==> src/design/mtet_pkg.sv <==
// Shared constants, codes and types for the multi-turn encoder tracker.
// No dependencies; imported by every design module but mtet_checker.
package mtet_pkg;

	localparam int CountW      = 14;
	localparam int RawW        = 13;
	localparam int SumW        = 24;
	localparam int MagW        = 23;
	localparam int DivBits     = 34;
	localparam int DivCntW     = $clog2(DivBits + 1);

	localparam logic signed [15:0] CountsPerTurn = 16'sd8192;
	localparam logic signed [15:0] HalfTurn      = 16'sd4096;
	localparam logic [15:0]        MaxRaw        = 16'd8191;
	localparam logic [13:0]        VelScale      = 14'd11250;
	localparam logic [7:0]         IntervalReset = 8'd10;

	localparam logic [10:0] IdGimbal0 = 11'h205;
	localparam logic [10:0] IdGimbal1 = 11'h206;
	localparam logic [10:0] IdLoader  = 11'h207;

	localparam logic [1:0] MotorGimbal0 = 2'd0;
	localparam logic [1:0] MotorGimbal1 = 2'd1;
	localparam logic [1:0] MotorLoader  = 2'd2;

	localparam logic signed [31:0] VelMax = 32'sh7FFF_FFFF;
	localparam logic signed [31:0] VelMin = 32'sh8000_0000;

	typedef struct packed {
		logic load;
		logic step;
		logic apply;
		logic mul;
		logic div_start;
		logic finish;
		logic push;
	} cmd_t;

	typedef struct packed {
		logic need_vel;
		logic dt_zero;
		logic div_busy;
		logic out_free;
	} status_t;

	typedef struct packed {
		logic               accepted;
		logic [1:0]         motor_index;
		logic signed [13:0] angle_counts;
		logic signed [31:0] turn_total;
		logic signed [31:0] velocity;
		logic               velocity_fresh;
		logic signed [15:0] measured_word;
	} result_t;

endpackage

==> src/design/mtet_div.sv <==
// Restoring unsigned divider, one quotient bit per cycle.
// Depends on mtet_pkg for the dividend width.
module mtet_div
	import mtet_pkg::*;
(
	input  logic               clk,
	input  logic               arst_n,
	input  logic               start,
	input  logic [DivBits-1:0] dividend,
	input  logic [31:0]        divisor,
	output logic               busy,
	output logic [DivBits-1:0] quotient
);

	logic [31:0]        rem_q;
	logic [DivBits-1:0] quo_q;
	logic [DivCntW-1:0] cnt_q;
	logic               busy_q;
	logic [32:0]        trial;
	logic [32:0]        diff;
	logic               ge;

	assign trial = {rem_q, quo_q[DivBits-1]};
	assign ge    = trial >= {1'b0, divisor};
	assign diff  = trial - {1'b0, divisor};

	always_ff @(posedge clk or negedge arst_n) begin
		if (!arst_n) begin
			busy_q <= 1'b0;
			cnt_q  <= '0;
		end else if (start) begin
			busy_q <= 1'b1;
			cnt_q  <= DivCntW'(DivBits);
		end else if (busy_q) begin
			cnt_q <= cnt_q - DivCntW'(1);
			if (cnt_q == DivCntW'(1))
				busy_q <= 1'b0;
		end
	end

	always_ff @(posedge clk) begin
		if (start) begin
			rem_q <= '0;
			quo_q <= dividend;
		end else if (busy_q) begin
			rem_q <= ge ? diff[31:0] : trial[31:0];
			quo_q <= {quo_q[DivBits-2:0], ge};
		end
	end

	assign busy     = busy_q;
	assign quotient = quo_q;

endmodule

==> src/design/mtet_ctrl.sv <==
// Sequencing state machine: step, state update, multiply, divide, result.
// Depends on mtet_pkg for command and status types.
module mtet_ctrl
	import mtet_pkg::*;
(
	input  logic    clk,
	input  logic    arst_n,
	input  logic    s_tvalid,
	output logic    s_tready,
	input  status_t status,
	output cmd_t    cmd
);

	typedef enum logic [7:0] {
		ST_IDLE   = 8'b0000_0001,
		ST_STEP   = 8'b0000_0010,
		ST_APPLY  = 8'b0000_0100,
		ST_MUL    = 8'b0000_1000,
		ST_DSTART = 8'b0001_0000,
		ST_DIV    = 8'b0010_0000,
		ST_FIN    = 8'b0100_0000,
		ST_PUSH   = 8'b1000_0000
	} state_t;

	state_t state_q, state_d;

	always_comb begin
		state_d = state_q;
		case (state_q)
			ST_IDLE:   if (s_tvalid) state_d = ST_STEP;
			ST_STEP:   state_d = ST_APPLY;
			ST_APPLY:  state_d = status.need_vel ? ST_MUL : ST_PUSH;
			ST_MUL:    state_d = status.dt_zero ? ST_FIN : ST_DSTART;
			ST_DSTART: state_d = ST_DIV;
			ST_DIV:    if (!status.div_busy) state_d = ST_FIN;
			ST_FIN:    state_d = ST_PUSH;
			ST_PUSH:   if (status.out_free) state_d = ST_IDLE;
			default:   state_d = ST_IDLE;
		endcase
	end

	always_ff @(posedge clk or negedge arst_n) begin
		if (!arst_n)
			state_q <= ST_IDLE;
		else
			state_q <= state_d;
	end

	always_comb begin
		cmd           = '0;
		cmd.load      = (state_q == ST_IDLE) && s_tvalid;
		cmd.step      = state_q == ST_STEP;
		cmd.apply     = state_q == ST_APPLY;
		cmd.mul       = state_q == ST_MUL;
		cmd.div_start = state_q == ST_DSTART;
		cmd.finish    = state_q == ST_FIN;
		cmd.push      = (state_q == ST_PUSH) && status.out_free;
	end

	assign s_tready = state_q == ST_IDLE;

endmodule

==> src/design/mtet_datapath.sv <==
// Per-motor state, step unwrap, velocity arithmetic and output register.
// Depends on mtet_pkg and mtet_div.
module mtet_datapath
	import mtet_pkg::*;
(
	input  logic         clk,
	input  logic         arst_n,
	input  cmd_t         cmd,
	output status_t      status,
	input  logic [10:0]  in_frame_id,
	input  logic [15:0]  in_angle_raw,
	input  logic [15:0]  in_second_word,
	input  logic [31:0]  in_time_ms,
	input  logic         cfg_wr_en,
	input  logic [7:0]   cfg_wr_data,
	output logic         out_valid,
	input  logic         out_ready,
	output result_t      out_res
);

	logic [7:0]  interval_q;

	logic [10:0]        id_q;
	logic [15:0]        raw_q;
	logic signed [15:0] word_q;
	logic [31:0]        time_q;

	logic [RawW-1:0]          prev_q [3];
	logic signed [CountW-1:0] wrap_q [3];
	logic signed [31:0]       turn_q [3];
	logic signed [SumW-1:0]   msum_q [2];
	logic [7:0]               samp_q [2];
	logic [31:0]              wstart_q [2];
	logic signed [31:0]       lvel_q [2];

	logic                     ok_q;
	logic [1:0]               m_q;
	logic signed [CountW-1:0] step_q;

	logic [MagW-1:0]    mag_q;
	logic               neg_q;
	logic [31:0]        dt_q;
	logic [DivBits-1:0] prod_q;
	result_t            res_q;
	logic               out_valid_q;
	result_t            out_q;

	logic [1:0]               m_dec;
	logic                     ok_dec;
	logic signed [CountW-1:0] diff;
	logic signed [CountW-1:0] step_d;

	logic                     gi;
	logic signed [15:0]       asum;
	logic signed [CountW-1:0] angle_d;
	logic signed [31:0]       turn_d;
	logic signed [SumW-1:0]   sum_d;
	logic signed [SumW-1:0]   sum_neg;
	logic [7:0]               samp_d;
	logic                     need_vel;
	logic signed [31:0]       loader_vel;

	logic [36:0]        prod_full;
	logic               div_busy;
	logic [DivBits-1:0] quo;
	logic signed [31:0] vel_fin;

	always_comb begin
		case (id_q)
			IdGimbal0: begin m_dec = MotorGimbal0; ok_dec = 1'b1; end
			IdGimbal1: begin m_dec = MotorGimbal1; ok_dec = 1'b1; end
			IdLoader:  begin m_dec = MotorLoader;  ok_dec = 1'b1; end
			default:   begin m_dec = MotorGimbal0; ok_dec = 1'b0; end
		endcase
		if (raw_q > MaxRaw)
			ok_dec = 1'b0;
	end

	always_comb begin
		diff   = $signed({1'b0, raw_q[RawW-1:0]}) - $signed({1'b0, prev_q[m_dec]});
		step_d = diff;
		if (m_dec == MotorLoader) begin
			if (diff < 0)
				step_d = diff + CountW'(CountsPerTurn);
		end else if (diff < -CountW'(HalfTurn)) begin
			step_d = diff + CountW'(CountsPerTurn);
		end else if (diff > CountW'(HalfTurn)) begin
			step_d = diff - CountW'(CountsPerTurn);
		end else if (diff == CountW'(HalfTurn) || diff == -CountW'(HalfTurn)) begin
			step_d = (lvel_q[m_dec[0]] > 0) ? CountW'(HalfTurn) : -CountW'(HalfTurn);
		end
	end

	assign gi   = m_q[0];
	assign asum = 16'(wrap_q[m_q]) + 16'(step_q);

	always_comb begin
		angle_d = asum[CountW-1:0];
		turn_d  = turn_q[m_q];
		if (m_q == MotorLoader) begin
			if (asum >= CountsPerTurn) begin
				angle_d = CountW'(asum - CountsPerTurn);
				turn_d  = turn_q[m_q] + 32'sd1;
			end
		end else if (asum >= HalfTurn) begin
			angle_d = CountW'(asum - CountsPerTurn);
			turn_d  = turn_q[m_q] + 32'sd1;
		end else if (asum < -HalfTurn) begin
			angle_d = CountW'(asum + CountsPerTurn);
			turn_d  = turn_q[m_q] - 32'sd1;
		end
	end

	assign sum_d      = msum_q[gi] + SumW'(step_q);
	assign sum_neg    = -sum_d;
	assign samp_d     = samp_q[gi] + 8'd1;
	assign need_vel   = ok_q && (m_q != MotorLoader) && (samp_d >= interval_q);
	assign loader_vel = (32'(word_q) <<< 10) + (32'(word_q) <<< 9);

	assign prod_full = 37'(mag_q) * 37'(VelScale);

	always_comb begin
		if (status.dt_zero) begin
			if (neg_q)
				vel_fin = VelMin;
			else if (prod_q != '0)
				vel_fin = VelMax;
			else
				vel_fin = '0;
		end else if (neg_q) begin
			if (quo > DivBits'(34'h0_8000_0000))
				vel_fin = VelMin;
			else
				vel_fin = -$signed(quo[31:0]);
		end else if (quo[DivBits-1:31] != '0) begin
			vel_fin = VelMax;
		end else begin
			vel_fin = $signed(quo[31:0]);
		end
	end

	mtet_div u_div (
		.clk      (clk),
		.arst_n   (arst_n),
		.start    (cmd.div_start),
		.dividend (prod_q),
		.divisor  (dt_q),
		.busy     (div_busy),
		.quotient (quo)
	);

	always_ff @(posedge clk or negedge arst_n) begin
		if (!arst_n) begin
			interval_q <= IntervalReset;
			for (int i = 0; i < 3; i++) begin
				prev_q[i] <= '0;
				wrap_q[i] <= '0;
				turn_q[i] <= '0;
			end
			for (int i = 0; i < 2; i++) begin
				msum_q[i]   <= '0;
				samp_q[i]   <= '0;
				wstart_q[i] <= '0;
				lvel_q[i]   <= '0;
			end
			out_valid_q <= 1'b0;
		end else begin
			if (cfg_wr_en)
				interval_q <= cfg_wr_data;
			if (cmd.apply && ok_q) begin
				prev_q[m_q] <= raw_q[RawW-1:0];
				wrap_q[m_q] <= angle_d;
				turn_q[m_q] <= turn_d;
				if (m_q != MotorLoader) begin
					if (need_vel) begin
						msum_q[gi]   <= '0;
						samp_q[gi]   <= '0;
						wstart_q[gi] <= time_q;
					end else begin
						msum_q[gi] <= sum_d;
						samp_q[gi] <= samp_d;
					end
				end
			end
			if (cmd.finish)
				lvel_q[gi] <= vel_fin;
			if (cmd.push)
				out_valid_q <= 1'b1;
			else if (out_ready)
				out_valid_q <= 1'b0;
		end
	end

	always_ff @(posedge clk) begin
		if (cmd.load) begin
			id_q   <= in_frame_id;
			raw_q  <= in_angle_raw;
			word_q <= in_second_word;
			time_q <= in_time_ms;
		end
		if (cmd.step) begin
			ok_q   <= ok_dec;
			m_q    <= m_dec;
			step_q <= step_d;
		end
		if (cmd.apply) begin
			mag_q <= sum_d[SumW-1] ? sum_neg[MagW-1:0] : sum_d[MagW-1:0];
			neg_q <= sum_d[SumW-1];
			dt_q  <= time_q - wstart_q[gi];
			if (ok_q) begin
				res_q.accepted       <= 1'b1;
				res_q.motor_index    <= m_q;
				res_q.angle_counts   <= angle_d;
				res_q.turn_total     <= turn_d;
				res_q.measured_word  <= word_q;
				res_q.velocity       <= (m_q == MotorLoader) ? loader_vel : lvel_q[gi];
				res_q.velocity_fresh <= m_q == MotorLoader;
			end else begin
				res_q <= '0;
			end
		end
		if (cmd.mul)
			prod_q <= prod_full[DivBits-1:0];
		if (cmd.finish) begin
			res_q.velocity       <= vel_fin;
			res_q.velocity_fresh <= 1'b1;
		end
		if (cmd.push)
			out_q <= res_q;
	end

	always_comb begin
		status          = '0;
		status.need_vel = need_vel;
		status.dt_zero  = dt_q == '0;
		status.div_busy = div_busy;
		status.out_free = !out_valid_q || out_ready;
	end

	assign out_valid = out_valid_q;
	assign out_res   = out_q;

endmodule

==> src/design/multi_turn_encoder_tracker_top.sv <==
// Channel    | Dir | Width           | Content
// s_*        | in  | tdata 64, tuser 11 | motor feedback frame
// m_*        | out | tdata 96, tuser 4  | tracked angle, turns and velocity
// cfg_wr_*   | in  | 8               | sample_interval
// Top level of the multi-turn encoder tracker; depends on mtet_pkg,
// mtet_ctrl and mtet_datapath.
// A frame passes the step and apply states before its result is pushed
// (rejected frames, loader frames, gimbal frames that do not recompute
// velocity); when gimbal velocity is recomputed it also passes the multiply,
// divider start, restoring divide and finish states. A zero window time skips the divider.
// A new frame is taken while the previous result waits in the output register.
// Reset is asynchronous; all per-motor state clears at once.
module multi_turn_encoder_tracker_top
	import mtet_pkg::*;
(
	input  logic        clk,
	input  logic        arst_n,
	input  logic        s_tvalid,
	output logic        s_tready,
	input  logic [63:0] s_tdata,   // angle_raw, second_word, time_ms
	input  logic [10:0] s_tuser,   // frame_id
	output logic        m_tvalid,
	input  logic        m_tready,
	output logic [95:0] m_tdata,   // angle_counts, turn_total, velocity, measured_word, pad
	output logic [3:0]  m_tuser,   // accepted, motor_index, velocity_fresh
	input  logic        cfg_wr_en,
	input  logic [7:0]  cfg_wr_data
);

	cmd_t    cmd;
	status_t status;
	result_t res;

	mtet_ctrl u_ctrl (
		.clk      (clk),
		.arst_n   (arst_n),
		.s_tvalid (s_tvalid),
		.s_tready (s_tready),
		.status   (status),
		.cmd      (cmd)
	);

	mtet_datapath u_dp (
		.clk            (clk),
		.arst_n         (arst_n),
		.cmd            (cmd),
		.status         (status),
		.in_frame_id    (s_tuser),
		.in_angle_raw   (s_tdata[15:0]),
		.in_second_word (s_tdata[31:16]),
		.in_time_ms     (s_tdata[63:32]),
		.cfg_wr_en      (cfg_wr_en),
		.cfg_wr_data    (cfg_wr_data),
		.out_valid      (m_tvalid),
		.out_ready      (m_tready),
		.out_res        (res)
	);

	assign m_tdata = {2'b00, res.measured_word, res.velocity, res.turn_total, res.angle_counts};
	assign m_tuser = {res.velocity_fresh, res.motor_index, res.accepted};

endmodule

==> config.mk <==
export PLATFORM = sky130hd
export DESIGN_NAME = multi_turn_encoder_tracker_top
export DESIGN_NICKNAME = d
export VERILOG_FILES = /design/src/design/mtet_pkg.sv /design/src/design/mtet_div.sv /design/src/design/mtet_ctrl.sv /design/src/design/mtet_datapath.sv /design/src/design/multi_turn_encoder_tracker_top.sv
export SDC_FILE = /design/constraint.sdc
export NUM_CORES = 2
export LEC_CHECK = 0
export BUFFER_PORTS_ARGS = -buffer_cell sky130_fd_sc_hd__buf_4
export CORE_MARGIN = 2
export CORE_UTILIZATION = 50
export CTS_CLUSTER_DIAMETER = 30
export CTS_CLUSTER_SIZE = 24
export DETAILED_ROUTE_END_ITERATION = 10
export PLACE_DENSITY = 0.69
export SLEW_MARGIN = 20
export SYNTH_ARGS = -nofsm -noshare
export SYNTH_HDL_FRONTEND = slang
export SYNTH_SLANG_ARGS = --single-unit
==> constraint.sdc <==
create_clock -name clk -period 6.5 [get_ports clk]
set_input_delay 0.65 -clock clk [delete_from_list [all_inputs] [get_ports clk]]
set_output_delay 0.65 -clock clk [all_outputs]
set_load 0.01 [all_outputs]
* After elaboration in Yosys (flattened, before gate mapping)
Cells that the tools add are included.
** Cells by class
- Bitwise gates (word level) :: 8
- Add/subtract/negate cells :: 16
- Reductions and logical operators :: 20
- Equal/unequal tests :: 20
- Magnitude comparators :: 17
- Multiplexer cells :: 88
- Multipliers :: 1
** Operator list (count)
- $mux W32 :: 24
- $mux W14 :: 13
- $bwmux W64 :: 2
- $mux W98 :: 1
- $bwmux W96 :: 1
- $mux W24 :: 4
- $mux W34 :: 2
- $bmux W32 S2 :: 1
- $demux W32 S2 :: 1
- $mux W8 :: 8
- $pmux W8 S8 :: 1
- $sub A32 B32 Y32 :: 2
- $mux W49 :: 1
- $and A48 B48 Y48 :: 1
- $bwmux W48 :: 1
- $mux W48 :: 1
- $not A48 Y48 :: 1
- $bwmux W42 :: 1
- $bwmux W39 :: 1
- $mux W13 :: 3
- $gt A34 B32 Y1 const B :: 1
- $reduce_bool A34 Y1 :: 1
- $eq A11 B10 Y1 const B :: 3
- $ge A33 B32 Y1 :: 1
- other kinds (69) :: 94
** Storage, ports and cells
- Output and inout port bits :: 102
- Logic and storage cells :: 220
- Register bits :: 836
- Bits of input ports :: 88

* Depth between registers and ports, before layout
- Word-level depth :: 13
- Gate-level depth with buffers :: 23
- Depth with buffers taken out :: 22

* Hierarchy
A second synthesis with hierarchy kept.
** Second synthesis, totals
- Cell total of the unflattened synthesis :: 4564
- Area total of the unflattened synthesis :: 48341.4 um^2
** By module, submodules not included
- mtet_datapath :: cells each 3964, area each 42618.4 um^2, times used 1, seq. area each 20772.4 um^2
- mtet_div :: cells each 543, area each 5159.9 um^2, times used 1, seq. area each 1836.8 um^2
- mtet_ctrl :: cells each 54, area each 544.3 um^2, times used 1, seq. area each 201.4 um^2
- multi_turn_encoder_tracker_top :: cells each 3, area each 18.8 um^2, times used 1, seq. area each 0.0 um^2

* Least setup slack after synthesis
OpenSTA, ideal clock, no wires.
- Path kind :: reg-to-reg
- Start point :: reg u_dp.m_q[0]
- End point :: reg u_dp.mag_q[22] (data pin)
- Setup slack :: 0.101 ns
- Stages on the path, launching flop included :: 22
- Buffers on the path :: 8
- Clock period less this slack :: 6.399 ns
- Arrival :: 6.133 ns
- Required time :: 6.234 ns
- Library setup time :: 0.266 ns
- Path through :: edfxtp_1 -> buf_2 -> clkbuf_1 -> clkbuf_1 -> clkbuf_1 -> clkbuf_1 -> clkbuf_1 -> clkbuf_1 -> buf_1 -> mux2_2 -> ha_1 -> fa_1 -> a21o_1 -> a221oi_1 -> o21bai_1 -> a31o_2 -> a21oi_1 -> xnor2_1 -> or4b_1 -> nor4b_2 -> a41oi_1 -> xor2_1
** On the way
- Longest elaborated chain between the ends :: 7
** RTL lines
- start, declared :: RTL line mtet_datapath.sv:37 : logic [1:0] m_q;
- start signal, assigned :: RTL line mtet_datapath.sv:203 : m_q <= m_dec;
- $not A1 Y2 (implied by the code) (*) :: RTL line mtet_datapath.sv:114 : assign sum_d = msum_q[gi] + SumW'(step_q);
- $mux W24 (implied by the code) (*) (3 in series) :: RTL line mtet_datapath.sv:114
- $add A24 B14 Y24 (*) :: RTL line mtet_datapath.sv:114
- $neg A23 Y23 :: RTL line mtet_datapath.sv:115 : assign sum_neg = -sum_d;
- $mux W23 (*) :: RTL line mtet_datapath.sv:207 : mag_q <= sum_d[SumW-1] ? sum_neg[MagW-1:0] : sum_d[MagW-1:0];
- end signal, assigned :: RTL line mtet_datapath.sv:207
- end, declared :: RTL line mtet_datapath.sv:40 : logic [MagW-1:0] mag_q;
Mark *: on every way between the ends. The rest lies on a longest branch, timed or not. The select of a mux whose other input is x is not followed.
A chain may end at the register's enable or synchronous reset.

* Final worst setup path
- Start point :: reg u_dp.mag_q[7]
- End point :: reg u_dp.prod_q[33] (data pin)
** On the way
- Longest elaborated chain between the ends :: 1
** RTL lines
- $mul A23 B13 Y33 :: RTL line mtet_datapath.sv:120 : assign prod_full = 37'(mag_q) * 37'(VelScale);
- net u_dp.prod_full[33] :: RTL line mtet_datapath.sv:63 : logic [36:0] prod_full;
- end signal, assigned :: RTL line mtet_datapath.sv:223 : prod_q <= prod_full[DivBits-1:0];
- end, declared :: RTL line mtet_datapath.sv:43 : logic [DivBits-1:0] prod_q;
The timed path passes the listed nets, and every way through them passes these cells.

==> flow_summary.json <==
{
  "holdPathStages": 1,
  "postLayoutCoreUtil": 0.594,
  "clock-skew-final_ns": 0.0409,
  "ys_async_sr_fraction": 0.470,
  "clock.fmax_mhz": 170,
  "seqPwrFrac": 0.290,
  "combPwrFrac": 0.340,
  "hold_end": "u_dp.raw_q[9]$_DFFE_PP_",
  "power_w": 0.0232,
  "synth_cell_types": 91,
  "std_cell_rows": 114,
  "use_met3": 0.0389,
  "holdBufCountCts": 1,
  "antenna_found_initial": 3,
  "drv_slew": 0,
  "cp-end-kind": "register",
  "reg2reg_to": "u_dp.prod_q[33]$_DFFE_PN_",
  "max_cap_violations": 0,
  "setup_ws_ns": 0.629,
  "core_area_um2": 96700,
  "die_y_um": 316,
  "avgSynthCellArea_um2": 10.2,
  "crit_arrival_ns": 6.35,
  "grt_pass1_vias": 35629,
  "dp_slack_ns": 0.633,
  "synth_ff_type": "edfxtp_1",
  "grt_overflow_total": 0,
  "crit_path_cell_trace": "fa_1 -> inv_1 -> fa_1 -> inv_1 -> fa_1 -> fa_1 -> inv_1 -> fa_1 -> inv_1 -> ha_1 -> nand3_1 -> o21bai_1 -> nor2_1 -> o31ai_1 -> o211ai_1 -> a221oi_1 -> a211oi_1 -> a211o_1 -> a21oi_1 -> xnor2_1",
  "min_from": "s_tdata[9]",
  "multi_input_area_um2": 23800,
  "worst_setup_path_start_kind": "register",
  "synth_area_leaders": "edfxtp_1, dfrtp_1, ha_1",
  "rsz0062_at_grt": "no",
  "rr_worst_depth": 20,
  "vias": 35942,
  "synth_top_area_cell": "edfxtp_1",
  "final.setup.tns_ns": 0,
  "cts_tree": "built",
  "ys_seq_area_frac": 0.467,
  "syn2layout_area_growth_pct": 17.6,
  "clkPwrFrac": 0.370,
  "final-setup-viol-count": 0,
  "first_pass_iters": 6,
  "portBuffers": 187,
  "drt-total-wl_mm": 119,
  "use_met2": 0.392,
  "hp-class": "input port to register",
  "r2r_start": "u_dp.mag_q[7]$_DFFE_PP_",
  "worst-path-buf-inv": 4,
  "synth_top_area_share": 0.252,
  "clock_latency_ns": 0.76,
  "power_switching_w": 0.00798,
  "critPathMaxFanout": 9,
  "dieArea_um2": 100000,
  "internal-power_w": 0.0152,
  "syn_inst": 4767,
  "met1_usage": 0.326,
  "syn_area_um2": 48800,
  "worstPathRequired_ns": 6.97,
  "cts_setup_buffers": 0,
  "post-route-period-util": 0.903,
  "post_drt_wl_per_cell_um": 18.7,
  "grt_pass1_wl_mm": 192,
  "root_buffer": "clkbuf_16",
  "power_density_nw_per_um2": 404,
  "ios": 190,
  "worst_pin_slew_ns": 1.17,
  "critPathTopFamily": "adder cells",
  "fillers": 8008,
  "fin_area_um2": 57400,
  "worst-setup-path-type": "register to register",
  "post_drt_via_cell_ratio": 5.61,
  "track_usage": 0.241,
  "gp_congestion": 0.893,
  "regToRegSetupSlack_ns": 0.63,
  "drt_iter0_drc": 2752,
  "grt_max_degree": 136,
  "synth_warnings": 0,
  "power.leakage_nw": 25.2,
  "critPathSlowestCell": "fa_1",
  "grt_busiest_layer": "met2",
  "synth_edf_count": 410,
  "place_area_um2": 51600,
  "status": "completed",
  "regArea_um2": 22800,
  "dp_hpwl_mm": 82.6,
  "max_slew_margin": 0.218,
  "cts_resized": 0,
  "final_nets": 5478,
  "p_sw_frac": 0.344,
  "cts_buffers": 172,
  "antenna_cells": 0,
  "hold_viol": 0,
  "ant_nets": 0,
  "path_clk_slew_ns": 0.05,
  "ys_ff_latch": 836,
  "period_needed_ns": 5.87,
  "ir_drop_v": 0.000299,
  "crit_top_cell": "fa_1",
  "remaining_drc_errors": 0,
  "die_x_um": 316,
  "cpPeakStageDelay_ns": 0.61,
  "clock-sinks": 836,
  "cts_max_level": 4,
  "initial_core_util": 0.505,
  "cts_buffer_depth": 3,
  "final_layout_size_suffix_gt1_frac": 0.137
}
power by group through the flow:
stage / clock network [W] / registers (W) / logic [W]
after floorplan: 0 / 0.00671 / 0.00597
after global placement: 0 / 0.00679 / 0.00766
after detailed placement: 0 / 0.00681 / 0.00779
after CTS: 0.00871 / 0.00672 / 0.00786
after global routing: 0.00898 / 0.00678 / 0.00888
final: 0.00858 / 0.00673 / 0.00788
logic make-up after synthesis:
kind of cell,after synthesis,share of synthesized area
xor+xnor,237,0.0425
flops,836,0.467
fa+ha+maj,406,0.127
compound gates,1038,0.131
simple gates,1403,0.132
mux,253,0.0549
buf+inv,593,0.0463
other cells,1,0.0000768
cell usage after synthesis, types with 12 or more instances:
master and number:
nor4_1 50, dfxtp_1 33, buf_1 19, a31oi_1 51
clkbuf_1 166, nand3_1 59, a21oi_1 215, and3_1 29
nand4_1 33, o21ai_0 377, o2bb2ai_1 24, or3_1 31
a22oi_1 12, mux2i_1 134, nor3_1 68, or2_2 17
and2_1 46, o21a_1 34, ha_1 259, nand2b_1 38
nor2b_1 27, xor2_1 82, edfxtp_1 410, a211oi_1 24
nand2_1 682, inv_1 394, o21ai_1 17, nor3b_1 20
or4_1 14, mux2_2 119, o31ai_1 21, xnor2_1 155
dfrtp_1 390, nor2_1 254, a21o_1 82, o22ai_1 33
o211ai_1 13, o21bai_1 15, fa_1 147
layer usage:
metal  part of all wire  vias up
met1               0.44    17387
met2               0.47     1073
li1                   -    17265
met4              0.027        0
met5                  0        -
met3              0.059      217
placed cells by master (no fill, tap or decap), drive strengths merged, types with 24 or more instances in the layout:
cell type,n
a211oi,24
a21o,82
a21oi,215
a31oi,51
and2,47
and3,29
buf,240
clkbuf,206
clkinv,59
dfrtp,390
dfxtp,33
edfxtp,410
fa,147
ha,259
inv,414
mux2,119
mux2i,134
nand2,682
nand2b,38
nand3,59
nand4,33
nor2,254
nor2b,27
nor3,70
nor4,52
o21a,34
o21ai,394
o22ai,33
o2bb2ai,24
or3,31
xnor2,155
xor2,82
cell type report:
type | count | share of cell area
tap | 1276 | 0.0278
sequential | 836 | 0.397
clock buffer | 206 | 0.0800
clock inverter | 111 | 0.0209
multi-input combinational | 3339 | 0.415
inverter | 394 | 0.0259
timing repair buffer | 241 | 0.0328
registers in the layout, indices dropped and copies added, names as in the netlist, 32 cells and up:
signal and count:
u_dp.msum_q 48, u_dp.prod_q 33, u_dp.wrap_q 42, u_dp.u_div.rem_q 32, u_dp.out_res 98, u_dp.wstart_q 64
u_dp.lvel_q 64, u_dp.u_div.quotient 34, u_dp.res_q 98, u_dp.time_q 32, u_dp.dt_q 32, u_dp.prev_q 39
u_dp.turn_q 96
how the worst max path moves through the flow:
stage | to | from | cells after the start | slack [ns]
floorplan | u_dp.mag_q[22]$_DFFE_PP_ | u_dp.m_q[0]$_DFFE_PP_ | 21 | 0.10
global placement | u_dp.prod_q[33]$_DFFE_PN_ | u_dp.mag_q[7]$_DFFE_PP_ | 20 | 0.65
detailed placement | u_dp.prod_q[33]$_DFFE_PN_ | u_dp.mag_q[7]$_DFFE_PP_ | 20 | 0.63
CTS | u_dp.prod_q[33]$_DFFE_PN_ | u_dp.mag_q[7]$_DFFE_PP_ | 20 | 0.59
global route | u_dp.prod_q[33]$_DFFE_PN_ | u_dp.mag_q[7]$_DFFE_PP_ | 20 | 0.27
finish | u_dp.prod_q[33]$_DFFE_PN_ | u_dp.mag_q[7]$_DFFE_PP_ | 20 | 0.63
metrics by stage:
stage / std cells / hold WS (ns)
2_1_floorplan: 4768 / 0.354
3_3_place_gp: 6085 / 0.401
3_5_place_dp: 6085 / 0.405
4_1_cts: 6403 / 0.0190
5_1_grt: 6403 / 0.0481
6_report: 6403 / 0.0643
Note: power is estimated with default switching activity, not from simulation.
